### config.mk
export PLATFORM = sky130hd
export DESIGN_NAME = aavr_fifo
export DESIGN_NICKNAME = d
export VERILOG_FILES = /design/src/aavr_pkg.sv /design/src/aavr_fifo.sv
export VERILOG_INCLUDE_DIRS = /design/src /design/src/src
export SDC_FILE = /design/constraint.sdc
export NUM_CORES = 1
export LEC_CHECK = 0
export ABC_CLOCK_PERIOD_IN_PS = 7900
export CORE_UTILIZATION = 47
export CTS_CLUSTER_SIZE = 10
export DETAILED_ROUTE_END_ITERATION = 8
export DONT_BUFFER_PORTS = 1
export MAX_ROUTING_LAYER = met4
export SLEW_MARGIN = 30
export SYNTH_ARGS = -nofsm -noshare
export SYNTH_HDL_FRONTEND = slang
export SYNTH_SLANG_ARGS = --single-unit
### constraint.sdc
create_clock -name clk -period 7.9 [get_ports clk]
set_input_delay 0.79 -clock clk [delete_from_list [all_inputs] [get_ports clk]]
set_output_delay 0.79 -clock clk [all_outputs]
set_load 0.02 [all_outputs]
### src/axis_angle_vector_rotation_defines.svh
// ----------------------------------------------------------------------------
// axis_angle_vector_rotation_defines
// assertion macros shared by the rotation block
// ----------------------------------------------------------------------------
`ifndef AXIS_ANGLE_VECTOR_ROTATION_DEFINES_SVH
`define AXIS_ANGLE_VECTOR_ROTATION_DEFINES_SVH

// condition that holds at every edge out of reset
`define AAVR_HOLDS(lbl, cond, msg) \
	lbl: assert property (@(posedge clk) disable iff (!arst_n) (cond)) else $error(msg);

// antecedent this cycle implies consequent next cycle
`define AAVR_NEXT(lbl, ante, cons, msg) \
	lbl: assert property (@(posedge clk) disable iff (!arst_n) (ante) |=> (cons)) \
		else $error(msg);

`endif

### src/aavr_pkg.sv
// ----------------------------------------------------------------------------
// aavr_pkg
// types, constants and helpers of the axis-angle vector rotation block
// ----------------------------------------------------------------------------
`default_nettype none

package aavr_pkg;

	localparam int unsigned CORDIC_STEPS_DEF = 24;
	localparam int unsigned XW = 34;
	localparam int unsigned ZW = 33;
	localparam int unsigned QDEPTH = 4;
	localparam int unsigned PTR_W = $clog2(QDEPTH);
	localparam int unsigned CNT_W = $clog2(QDEPTH + 1);

	localparam logic signed [XW-1:0] GAIN_Q30 = 34'sd652032874;
	localparam logic signed [XW-1:0] ONE_Q30 = 34'sd1073741824;

	typedef enum logic [1:0] {
		QUAD_0 = 2'd0,
		QUAD_1 = 2'd1,
		QUAD_2 = 2'd2,
		QUAD_3 = 2'd3
	} quad_t;

	typedef struct packed {
		logic signed [31:0] vec_x;
		logic signed [31:0] vec_y;
		logic signed [31:0] vec_z;
		logic signed [31:0] axis_x;
		logic signed [31:0] axis_y;
		logic signed [31:0] axis_z;
		logic [31:0]        turn_angle;
	} in_beat_t;

	typedef struct packed {
		logic signed [31:0] rot_x;
		logic signed [31:0] rot_y;
		logic signed [31:0] rot_z;
	} out_beat_t;

	typedef struct packed {
		logic signed [31:0] vec_x;
		logic signed [31:0] vec_y;
		logic signed [31:0] vec_z;
		logic signed [31:0] axis_x;
		logic signed [31:0] axis_y;
		logic signed [31:0] axis_z;
		quad_t              quad;
		logic signed [31:0] zang;
	} q_item_t;

	function automatic logic [31:0] atan_turn(input int unsigned i);
		logic [31:0] r;
		case (i)
			0: r = 32'd536870912;
			1: r = 32'd316933406;
			2: r = 32'd167458907;
			3: r = 32'd85004756;
			4: r = 32'd42667331;
			5: r = 32'd21354465;
			6: r = 32'd10679838;
			7: r = 32'd5340245;
			8: r = 32'd2670163;
			9: r = 32'd1335087;
			10: r = 32'd667544;
			11: r = 32'd333772;
			12: r = 32'd166886;
			13: r = 32'd83443;
			14: r = 32'd41722;
			15: r = 32'd20861;
			16: r = 32'd10430;
			17: r = 32'd5215;
			18: r = 32'd2608;
			19: r = 32'd1304;
			20: r = 32'd652;
			21: r = 32'd326;
			22: r = 32'd163;
			23: r = 32'd81;
			24: r = 32'd41;
			25: r = 32'd20;
			26: r = 32'd10;
			27: r = 32'd5;
			28: r = 32'd3;
			29: r = 32'd1;
			30: r = 32'd1;
			default: r = 32'd0;
		endcase
		return r;
	endfunction

	// q30 product back to q30, round half away from zero
	function automatic logic signed [37:0] rnd_q30(input logic signed [67:0] p);
		logic signed [67:0] b;
		logic signed [67:0] s;
		b = p[67] ? 68'sd536870911 : 68'sd536870912;
		s = (p + b) >>> 30;
		return s[37:0];
	endfunction

endpackage

`default_nettype wire

### src/aavr_fifo.sv
// ----------------------------------------------------------------------------
// aavr_fifo
// short queue between front and back
// ----------------------------------------------------------------------------
`default_nettype none

`include "axis_angle_vector_rotation_defines.svh"

module aavr_fifo (
	input  logic              clk,
	input  logic              arst_n,
	input  aavr_pkg::q_item_t push_data,
	input  logic              push_valid,
	output logic              push_ready,
	output aavr_pkg::q_item_t pop_data,
	output logic              pop_valid,
	input  logic              pop_ready
);
	import aavr_pkg::*;

	q_item_t          mem [QDEPTH];
	logic [PTR_W-1:0] wr_q;
	logic [PTR_W-1:0] rd_q;
	logic [CNT_W-1:0] cnt_q;
	logic             push;
	logic             pop;

	assign push_ready = cnt_q != CNT_W'(QDEPTH);
	assign pop_valid = cnt_q != '0;
	assign push = push_valid && push_ready;
	assign pop = pop_ready && pop_valid;
	assign pop_data = mem[rd_q];

	always_ff @(posedge clk or negedge arst_n) begin
		if (!arst_n) begin
			wr_q <= '0;
			rd_q <= '0;
			cnt_q <= '0;
		end else begin
			if (push) wr_q <= wr_q + 1'b1;
			if (pop) rd_q <= rd_q + 1'b1;
			if (push && !pop) cnt_q <= cnt_q + 1'b1;
			else if (pop && !push) cnt_q <= cnt_q - 1'b1;
		end
	end

	always_ff @(posedge clk) begin
		if (push) mem[wr_q] <= push_data;
	end

	`AAVR_HOLDS(a_cnt_range, cnt_q <= CNT_W'(QDEPTH), "queue count beyond depth")
	`AAVR_NEXT(a_push_fills, push && !pop, cnt_q == $past(cnt_q) + 1'b1, "push lost")
	`AAVR_NEXT(a_pop_drains, pop && !push, cnt_q == $past(cnt_q) - 1'b1, "pop lost")

endmodule

`default_nettype wire

---- Yosys cells after proc, flatten, opt, wreduce, memory -nomap -nowiden ----
Memory sizes are Yosys's and may differ from the RTL's.
Index checks and enable logic that the tools add are counted.
word-level totals
  register bits after elaboration ......... 7
  RAM bits ................................ 904
  bits of input ports ..................... 230
  output and inout port bits .............. 228
  word-level logic and storage cells ...... 21
  memories kept ........................... 1
memories
  memory  depth  width  rd ports  clocked after memory_dff  write ports  RTL line         source
  mem     4      226    1         0                         1            aavr_fifo.sv:21  q_item_t mem [QDEPTH];
cells by class
  add/subtract/negate cells ............... 4
  equality and inequality tests ........... 1
  mux-type cells .......................... 4
  reductions and logical operators ........ 8
operators with widths
  kind                   count
  $mux W3                2
  $add A2 B1 Y2 const B  2
  $logic_and A1 B1 Y1    4
  $add A3 B1 Y3 const B  1
  $ne A3 B3 Y1 const B   1
  $reduce_bool A3 Y1     1
  $sub A3 B1 Y3 const B  1
  $logic_not A1 Y1       2
  $mux W1                2
  $reduce_bool A2 Y1     1

---- Depth between registers and ports, before layout ----
Gate-level depths: netlist of run 1.
  depth after elaboration ................. 6
  gate-level depth with buffers ........... 8
  mapped depth without buffers ............ 8

---- Least setup slack after synthesis of run 1 ----
OpenSTA, ideal clock, no wires.
  path kind ............................... input to register
  start ................................... input port push_valid
  end ..................................... memory mem[0][0] (netlist bit) (enable)
  library setup time ...................... 0.615 ns
  arrival time ............................ 6.236 ns
  data required time ...................... 7.285 ns
  slack ................................... 1.050 ns
  stages .................................. 2
  path buffers ............................ 0
  cells stage by stage .................... a21boi_2 > and2_1
between the ends
  cells in the longest elaborated chain, start to end .. 3
RTL lines
  element                        RTL line         source
  from (decl)                    aavr_fifo.sv:13  input logic push_valid,
  $logic_and A1 B1 Y1            aavr_fifo.sv:30  assign push = push_valid && push_ready;
  $mux W1                        aavr_fifo.sv:48  if (push) mem[wr_q] <= push_data;
  $mux W1 (not written as such)  aavr_fifo.sv:48
  to (decl)                      aavr_fifo.sv:21
Every way passes these cells.

==> impl_metrics.env, run 1 <==
export IMPL_status="completed"
export IMPL_internal_power_w=0.0102
export IMPL_drt_total_wl_mm=62.0
export IMPL_tightest_slew_ps=987
export IMPL_worstHoldEndpoint="mem[2][224]$_DFFE_PP_"
export IMPL_ys_seq_area_share_pct=82.2
export IMPL_postPlaceCellArea_sq_mm=0.0340
export IMPL_cts_tree="yes"
export IMPL_finalHoldViolations=0
export IMPL_ir_worst_vdd_mv=0.394
export IMPL_worst_setup_path_start_kind="flip-flop"
export IMPL_finalSetupViolCount=0
export IMPL_reg2reg_to="mem[3][124]$_DFFE_PP_"
export IMPL_grt_setup_unrepaired="false"
export IMPL_hpwl_mm=36.0
export IMPL_r2r_slack_ps=5130
export IMPL_postSynthAreaPerCell_sq_um=27.3
export IMPL_hold_path_startpoint="push_data[224]"
export IMPL_switchingPower_w=0.00470
export IMPL_routedLengthMet1_mm=22.6
export IMPL_fin_crit_ps=3720
export IMPL_grt_usage_pct=17.7
export IMPL_relSlewSlack_pct=34.2
export IMPL_clock_skew_ps=25.6
export IMPL_yosysWarnings=0
export IMPL_wl_met2_mm=32.3
export IMPL_synth_xor_xnor_area_share_pct=0.158
export IMPL_leakage_nw=11.4
export IMPL_p_per_area_mw_per_mm2=402
export IMPL_final_max_slew_viol_count=0
export IMPL_cts_buffer_depth=3
export IMPL_grt_max_degree=121
export IMPL_cts_resized=0
export IMPL_yosys_area_share_adder_pct=0.248
export IMPL_die_width_um=268
export IMPL_grt_pass1_vias=13571
export IMPL_grt_remaining_overflow=0
export IMPL_r2r_start="cnt_q[0]$_DFFE_PN0P_"
export IMPL_io_pins=458
export IMPL_dr_pass1_iters=5
export IMPL_synth_top_family_by_area="multiplexers"
export IMPL_routed_top_layer="met4"
export IMPL_viasPerCell=5.66
export IMPL_crit_arrival_ps=2930
export IMPL_fin_nets=1522
export IMPL_fin_area_sq_mm=0.0369
export IMPL_setup_tns_ps=0
export IMPL_routed_via_count=12757
export IMPL_coreArea_sq_mm=0.0700
export IMPL_synthSimpleGateAreaFrac_pct=0.154
export IMPL_maxCapViolCount=0
export IMPL_clock_fmax_mhz=269
export IMPL_synth_area_sq_mm=0.0333
export IMPL_hp_class="input port to flip-flop"
export IMPL_critPathKind="flip-flop to primary output"
export IMPL_finalWeightedCongestion=0.769
export IMPL_holdPathStages=0
export IMPL_grt_antenna_before_repair=1
export IMPL_syn_inst=1216
export IMPL_drt_iter0_drc=867
export IMPL_cts_root_buf="clkbuf_16"
export IMPL_p_sw_share_pct=31.6
export IMPL_wl_per_cell_um=27.5
export IMPL_grt_pass1_wl_mm=89.4
export IMPL_reg2reg_depth=4
export IMPL_htree_levels=3
export IMPL_die_y_um=268
export IMPL_ys_seq_elements=911
export IMPL_critPathRequiredTime_ps=7110
export IMPL_min_period_over_period_pct=47.1
export IMPL_seqPwrFrac_pct=44.9
export IMPL_io_buffer_count=0
export IMPL_crit_fanout=54
export IMPL_synth_compound_area_share_pct=0.0339
export IMPL_end_kind="primary output"
export IMPL_combPwrFrac_pct=27.8
export IMPL_drive_gt1_share_pct=27.5
export IMPL_wl_met3_mm=5.47
export IMPL_post_cts_buffers=0
export IMPL_pwr_share_clk_pct=27.3
export IMPL_start_util_pct=47.5
export IMPL_syn_to_final_growth_pct=11.0
export IMPL_rows=97
export IMPL_ant_nets=0
export IMPL_synth_mux_area_share_pct=15.4
export IMPL_yosysUniqueCellTypes=21
export IMPL_cts_hold_buffers=1
export IMPL_numCtsBuffers=102
export IMPL_clk_pin_slew_ps=60
export IMPL_drc_errors=0
export IMPL_clock_sinks=911
export IMPL_die_area_sq_mm=0.0718
export IMPL_synth_nets=1452
export IMPL_insertion_delay_ps=640
==> layout make-up <==
| type | instances | area [sq um] |
|---|---|---|
| clock inverter | 8 | 144 |
| multi-input combinational | 251 | 5320 |
| inverter | 3 | 11.3 |
| timing repair buffer | 17 | 285 |
| sequential | 911 | 27300 |
| fill | 5286 | 33100 |
| tap | 940 | 1180 |
| clock buffer | 123 | 2650 |
| antenna | 1 | 2.50 |
==> synth_stat cells, drive strengths merged <==
master | number | share of area [%]
dfrtp | 7 | 0.53
nor2 | 2 | 0.023
inv | 3 | 0.034
clkbuf | 2 | 0.023
nand2 | 2 | 0.023
edfxtp | 904 | 82
xor2 | 2 | 0.053
and2 | 4 | 0.075
mux2 | 2 | 0.068
fa | 1 | 0.060
buf | 49 | 1.8
nand3 | 1 | 0.015
or3 | 1 | 0.019
a21boi | 1 | 0.034
xnor2 | 4 | 0.11
mux4 | 226 | 15
ha | 5 | 0.19
==> metrics by stage <==
stage          hold slack [ps]  instances  power [W]  setup WS (ps)  utilization [%]
6_report                   237       2254     0.0149           4180             52.7
5_1_grt                    196       2254     0.0155           3990             52.7
4_1_cts                    180       2250     0.0151           3900             52.6
3_5_place_dp               495       2118     0.0110           4620             48.6
3_3_place_gp               495       2118     0.0110           4630             48.6
2_1_floorplan              493       1216     0.0105           1050                -
==> critical path, stage by stage (launching register included) <==
cell	delay (ps)
dfrtp_4	970
buf_4	450
buf_16	290
mux4_2	460
==> power by group through the flow <==
| stage | clock (W) | combinational [W] | sequential [W] |
|---|---|---|---|
| floorplan | 0 | 0.00362 | 0.00684 |
| global placement | 0 | 0.00421 | 0.00675 |
| detailed placement | 0 | 0.00421 | 0.00679 |
| CTS | 0.00417 | 0.00422 | 0.00670 |
| global route | 0.00434 | 0.00436 | 0.00676 |
| finish | 0.00406 | 0.00412 | 0.00667 |
==> cell families after synthesis <==
group | after synthesis
buffers and inverters | 54
XOR/XNOR | 6
AO/OA/AOI/OAI | 1
adder cells (fa/ha/maj) | 6
flip-flops | 911
multiplexers | 228
AND/OR/NAND/NOR | 10
==> flip-flops by register name, indices dropped and copies added, names as in the netlist <==
signal  count
cnt_q       3
mem       904
wr_q        2
rd_q        2
==> layer usage <==
metal,up-vias,GRT usage (%)
met2,381,28.7
met5,-,-
met1,6881,20.2
li1,5384,-
met4,0,5.98
met3,111,6.62
==> how the worst max path moves through the flow <==
stage                   startpoint                  end  slack, ps
4_1_cts        rd_q[1]$_DFFE_PN0P_         pop_data[65]       3900
6_report       rd_q[1]$_DFFE_PN0P_         pop_data[64]       4180
3_5_place_dp   rd_q[1]$_DFFE_PN0P_         pop_data[65]       4620
5_1_grt        rd_q[0]$_DFFE_PN0P_        pop_data[130]       3990
3_3_place_gp   rd_q[1]$_DFFE_PN0P_         pop_data[64]       4630
2_1_floorplan           push_valid  mem[0][0]$_DFFE_PP_       1050
==> cells in the final DEF (no fill, tap or decap), drive strengths merged <==
| cell type | count |
|---|---|
| edfxtp | 904 |
| mux4 | 226 |
| clkbuf | 123 |
| buf | 16 |
| dfrtp | 7 |
| ha | 5 |
| inv | 5 |
| clkinv | 5 |
| and2 | 4 |
| xnor2 | 4 |
| nor2 | 2 |
| nand2 | 2 |
| mux2 | 2 |
| xor2 | 2 |
| diode | 1 |
| a21boi | 1 |
| or3 | 1 |
| nand3 | 1 |
| fa | 1 |
| bufinv | 1 |
| dlygate4sd3 | 1 |
(Power assumes the default switching activity.)
==> inputs of run 2 (changes only) <==
--- a/config.mk
+++ b/config.mk
@@ -6,7 +6,7 @@
 export SDC_FILE = /design/constraint.sdc
 export NUM_CORES = 1
 export LEC_CHECK = 0
-export ABC_CLOCK_PERIOD_IN_PS = 7900
+export ABC_CLOCK_PERIOD_IN_PS = 3300
 export CORE_UTILIZATION = 47
 export CTS_CLUSTER_SIZE = 10
 export DETAILED_ROUTE_END_ITERATION = 8
==> constraint.sdc (replaced) <==
create_clock -name clk -period 3.3 [get_ports clk]
set_input_delay 0.33 -clock clk [delete_from_list [all_inputs] [get_ports clk]]
set_output_delay 0.33 -clock clk [all_outputs]
set_load 0.02 [all_outputs]
==> impl_metrics.env, run 2 (synthesis gave the netlist of run 1 again) <==
export IMPL_grt_usage_pct=18.7
export IMPL_final_core_util_pct=56.7
export IMPL_critPathKind="flip-flop to primary output"
export IMPL_top_register="mem"
export IMPL_final_cell_mix="904 x edfxtp_1, 228 x dlygate4sd3_1, 226 x mux4_2"
export IMPL_insertion_delay_ps=640
export IMPL_pwr_share_clk_pct=26.5
export IMPL_die_width_um=268
export IMPL_end_kind="primary output"
export IMPL_grt_setup_unrepaired="false"
export IMPL_clock_fmax_mhz=355
export IMPL_internal_power_w=0.0249
export IMPL_ir_worst_vdd_mv=0.596
export IMPL_rows=97
export IMPL_nFillCells=5066
export IMPL_drive_gt1_share_pct=25.4
export IMPL_seqPwrFrac_pct=43.5
export IMPL_status="completed"
export IMPL_regArea_sq_mm=0.0273
export IMPL_io_pins=458
export IMPL_multi_input_area_sq_mm=0.00532
export IMPL_grt_remaining_overflow=0
export IMPL_drt_iter0_drc=830
export IMPL_final_common_cell="edfxtp_1"
export IMPL_grt_antenna_before_repair=10
export IMPL_viasPerCell=5.53
export IMPL_critPathRequiredTime_ps=2970
export IMPL_drt_total_wl_mm=64.9
export IMPL_p_per_area_mw_per_mm2=920
export IMPL_timing_critical_path_buf_inv=1
export IMPL_clock_sinks=911
export IMPL_cts_buffer_depth=3
export IMPL_dr_pass1_iters=5
export IMPL_switchingPower_w=0.0116
export IMPL_finalWeightedCongestion=0.754
export IMPL_top_regs="mem: 904 flops, cnt_q: 3 flops"
export IMPL_grt_pass1_wl_mm=95.2
export IMPL_p_sw_share_pct=31.8
export IMPL_routed_via_count=13967
export IMPL_syn_to_final_growth_pct=19.5
export IMPL_grt_max_degree=73
export IMPL_leakage_nw=12.6
export IMPL_crit_family="flip-flops"
export IMPL_numCtsBuffers=102
export IMPL_crit_fanout=22
export IMPL_coreArea_sq_mm=0.0700
export IMPL_die_y_um=268
export IMPL_io_buffer_count=0
export IMPL_fin_area_sq_mm=0.0397
export IMPL_clk_pin_slew_ps=50
export IMPL_path_cells="buf_4, mux4_2"
export IMPL_wl_per_cell_um=25.7
export IMPL_combPwrFrac_pct=30.0
export IMPL_drc_errors=0
export IMPL_cts_root_buf="clkbuf_16"
export IMPL_relSlewSlack_pct=53.9
export IMPL_crit_arrival_ps=2490
export IMPL_hpwl_mm=40.4
export IMPL_grt_pass1_vias=14868
export IMPL_fin_crit_ps=2820
export IMPL_tightest_slew_ps=692
export IMPL_finalHoldViolations=0
export IMPL_clock_skew_ps=19.1
export IMPL_htree_levels=3
export IMPL_critPathMaxStageDelay_ps=860
export IMPL_fin_nets=1787
export IMPL_die_area_sq_mm=0.0718
export IMPL_postPlaceCellArea_sq_mm=0.0346
export IMPL_maxCapViolCount=0
export IMPL_final_max_slew_viol_count=0
export IMPL_slowest_stage="dfrtp_4"
export IMPL_ant_nets=0
export IMPL_cts_tree="yes"
export IMPL_r2r_slack_ps=1010
export IMPL_finalSetupViolCount=0
export IMPL_start_util_pct=47.5
export IMPL_min_period_over_period_pct=85.4
export IMPL_largest_reg_flops=904
export IMPL_worst_setup_path_start_kind="flip-flop"
export IMPL_hp_class="input port to async pin"
==> run 2: worst paths after layout <==
path / cells past startpoint / startpoint / to
setup / recovery: 2 / rd_q[0]$_DFFE_PN0P_ / pop_data[60]
hold / removal: 1 / arst_n / cnt_q[0]$_DFFE_PN0P_
setup reg to reg: 4 / cnt_q[0]$_DFFE_PN0P_ / mem[0][186]$_DFFE_PP_
hold reg to reg: 1 / cnt_q[2]$_DFFE_PN0P_ / cnt_q[2]$_DFFE_PN0P_
max in group asynchronous: 1 / arst_n / rd_q[1]$_DFFE_PN0P_
min in group clk: 2 / push_valid / wr_q[0]$_DFFE_PN0P_
==> run 2: layout make-up <==
type,instances,area share (%)
antenna,11,0.0693
timing repair buffer,282,7.74
inverter,3,0.0283
multi-input combinational,251,13.4
tap,940,2.96
clock buffer,119,6.69
sequential,911,68.8
clock inverter,7,0.340
==> run 2: per-layer routing <==
metal	routed length (um)	GRT usage [%]
met1	25100	22.8
met2	33600	30.1
met3	5020	5.97
met4	1130	4.91
met5	0	-
==> run 2: worst reg2reg max path, cell delays in order, from the launching register on <==
cell and delay, ps:
dfrtp_1 420, nor2_1 100, a21boi_2 350, and2_4 680, buf_4 420
==> run 2: power groups by stage <==
stage          combinational (W)  clock (W)  sequential [W]
2_1_floorplan            0.00866          0          0.0161
3_3_place_gp              0.0109          0          0.0160
3_5_place_dp              0.0109          0          0.0162
4_1_cts                   0.0112    0.00996          0.0159
5_1_grt                   0.0115     0.0104          0.0161
6_report                  0.0110    0.00970          0.0159
==> run 2: stage by stage <==
stage	TNS [ps]	total power (W)	worst slack [ps]	hold WS, ps	cells
detailed placement	0	0.0270	960	34.9	2159
CTS	0	0.0371	367	7.02	2513
floorplan	-631040	0.0247	-698	34.4	1216
global route	0	0.0380	344	30.6	2523
finish	0	0.0366	481	46.1	2524
global placement	0	0.0269	1030	34.9	2159
==> run 2: timing repair <==
action / CTS / global route
gates resized for setup: 0 / 0
hold buffers: 228 / 0
endpoints found under the hold margin: 913 / 0
setup buffers: 0 / 0
==> inputs of run 3 (changes only) <==
--- a/config.mk
+++ b/config.mk
@@ -7,11 +7,14 @@
 export NUM_CORES = 1
 export LEC_CHECK = 0
 export ABC_CLOCK_PERIOD_IN_PS = 3300
+export CELL_PAD_IN_SITES_DETAIL_PLACEMENT = 1
+export CELL_PAD_IN_SITES_GLOBAL_PLACEMENT = 1
 export CORE_UTILIZATION = 47
 export CTS_CLUSTER_SIZE = 10
 export DETAILED_ROUTE_END_ITERATION = 8
 export DONT_BUFFER_PORTS = 1
 export MAX_ROUTING_LAYER = met4
+export PLACE_DENSITY_LB_ADDON = 0.1
 export SLEW_MARGIN = 30
 export SYNTH_ARGS = -nofsm -noshare
 export SYNTH_HDL_FRONTEND = slang
==> impl_metrics.env, run 3 (synthesis gave the netlist of run 1 again) <==
export IMPL_hold_ws_ps=43.6
export IMPL_final_core_util_pct=56.6
export IMPL_finalWeightedCongestion=0.741
export IMPL_grt_pass1_wl_mm=101
export IMPL_drt_iter0_drc=842
export IMPL_final_max_slew_viol_count=0
export IMPL_maxCapViolCount=0
export IMPL_cts_resized=0
export IMPL_crit_arrival_ps=2440
export IMPL_fin_nets=1774
export IMPL_use_met2_pct=32.1
export IMPL_cts_tree="yes"
export IMPL_clock_sinks=911
export IMPL_insertion_delay_ps=640
export IMPL_critPathKind="flip-flop to primary output"
export IMPL_grt_use_met1_pct=24.3
export IMPL_r2r_start="cnt_q[1]$_DFFE_PN0P_"
export IMPL_htree_levels=3
export IMPL_fin_crit_ps=2770
export IMPL_die_y_um=268
export IMPL_ant_nets=0
export IMPL_nFillCells=5735
export IMPL_crit_fanout=31
export IMPL_hpwl_mm=42.4
export IMPL_grt_antenna_before_repair=15
export IMPL_leakage_nw=12.5
export IMPL_final_cell_mix="904 x edfxtp_1, 228 x dlygate4sd3_1, 226 x mux4_2"
export IMPL_routed_via_count=13949
export IMPL_drt_total_wl_mm=69.4
export IMPL_grtUsageMet3_pct=6.35
export IMPL_worstSetupEndpoint="pop_data[184]"
export IMPL_clk_pin_slew_ps=50
export IMPL_largest_reg_flops=904
export IMPL_viasPerCell=5.49
export IMPL_cts_root_buf="clkbuf_16"
export IMPL_clock_skew_ps=18.1
export IMPL_grt_busiest_layer="met2"
export IMPL_end_kind="primary output"
export IMPL_ir_worst_vdd_mv=0.546
export IMPL_numCtsBuffers=102
export IMPL_start_util_pct=47.5
export IMPL_critPathRequiredTime_ps=2970
export IMPL_dr_pass1_iters=5
export IMPL_cts_buffer_depth=3
export IMPL_worst_setup_path_start_kind="flip-flop"
export IMPL_top_register="mem"
export IMPL_r2r_slack_ps=1000
export IMPL_relSlewSlack_pct=52.2
export IMPL_drc_errors=0
export IMPL_finalHoldViolations=0
export IMPL_grt_max_degree=73
export IMPL_coreArea_sq_mm=0.0700
export IMPL_finalSetupViolCount=0
export IMPL_cts_hold_buffers=228
export IMPL_rows=97
export IMPL_wl_per_cell_um=27.3
export IMPL_postPlaceCellArea_sq_mm=0.0345
export IMPL_reg2reg_to="cnt_q[2]$_DFFE_PN0P_"
export IMPL_min_period_over_period_pct=84.0
export IMPL_hp_class="input port to async pin"
export IMPL_syn_to_final_growth_pct=19.3
export IMPL_final_common_cell="edfxtp_1"
export IMPL_tightest_slew_ps=718
export IMPL_grt_pass1_vias=15142
export IMPL_reg2reg_depth=8
export IMPL_die_area_sq_mm=0.0718
export IMPL_p_per_area_mw_per_mm2=924
export IMPL_clock_fmax_mhz=361
export IMPL_status="completed"
export IMPL_drive_gt1_share_pct=24.3
export IMPL_crit_start="rd_q[1]$_DFFE_PN0P_"
export IMPL_fin_area_sq_mm=0.0397
export IMPL_top_regs="mem: 904 flops, cnt_q: 3 flops"
export IMPL_grt_setup_unrepaired="false"
export IMPL_io_pins=458
export IMPL_die_width_um=268
export IMPL_grt_usage_pct=19.9
export IMPL_post_cts_buffers=0
export IMPL_grt_remaining_overflow=0
export IMPL_io_buffer_count=0
[run 3: critical path: stages, from the launching register on]
cell     delay [ps]
dfrtp_4         820
buf_4           480
mux4_2          500
[run 3: final cells by class]
class,count,area (sq um),share of cell area (%)
inverters,3,11.3,0.0284
multi-input cells,251,5320,13.4
diodes,16,40.0,0.101
clock buffers,144,2710,6.83
well taps,940,1180,2.97
clock inverters,9,109,0.274
repair buffers,269,2970,7.48
flip-flops and latches,911,27300,68.9
[run 3: layer usage]
metal	share of wire, %	up-vias
met1	40	7544
li1	-	5947
met3	7.2	101
met2	51	357
met5	0	-
met4	2.1	0
[run 3: through the flow]
step / instances / worst slack, ps / total power (W) / TNS [ps]
after floorplan: 1216 / -698 / 0.0247 / -631040
after global placement: 2146 / 1040 / 0.0270 / 0
after detailed placement: 2146 / 993 / 0.0271 / 0
after CTS: 2527 / 432 / 0.0373 / 0
after global routing: 2542 / 398 / 0.0381 / 0
final: 2543 / 528 / 0.0366 / 0
[run 3: worst min-delay path by stage]
stage / from / end / slack, ps / cells after the start
2_1_floorplan: arst_n / cnt_q[0]$_DFFE_PN0P_ / 30 / 0
3_3_place_gp: arst_n / cnt_q[0]$_DFFE_PN0P_ / 40 / 0
3_5_place_dp: arst_n / cnt_q[0]$_DFFE_PN0P_ / 40 / 0
4_1_cts: arst_n / cnt_q[2]$_DFFE_PN0P_ / 4 / 1
5_1_grt: arst_n / cnt_q[2]$_DFFE_PN0P_ / 40 / 1
6_report: arst_n / cnt_q[0]$_DFFE_PN0P_ / 40 / 1
[run 3: power by group]
group | total (W) | switching [W] | internal, W
Sequential | 0.0159 | 0.000597 | 0.0153
Clock | 0.00978 | 0.00413 | 0.00564
Combinational | 0.0110 | 0.00711 | 0.00388
Total | 0.0366 | 0.0118 | 0.0248
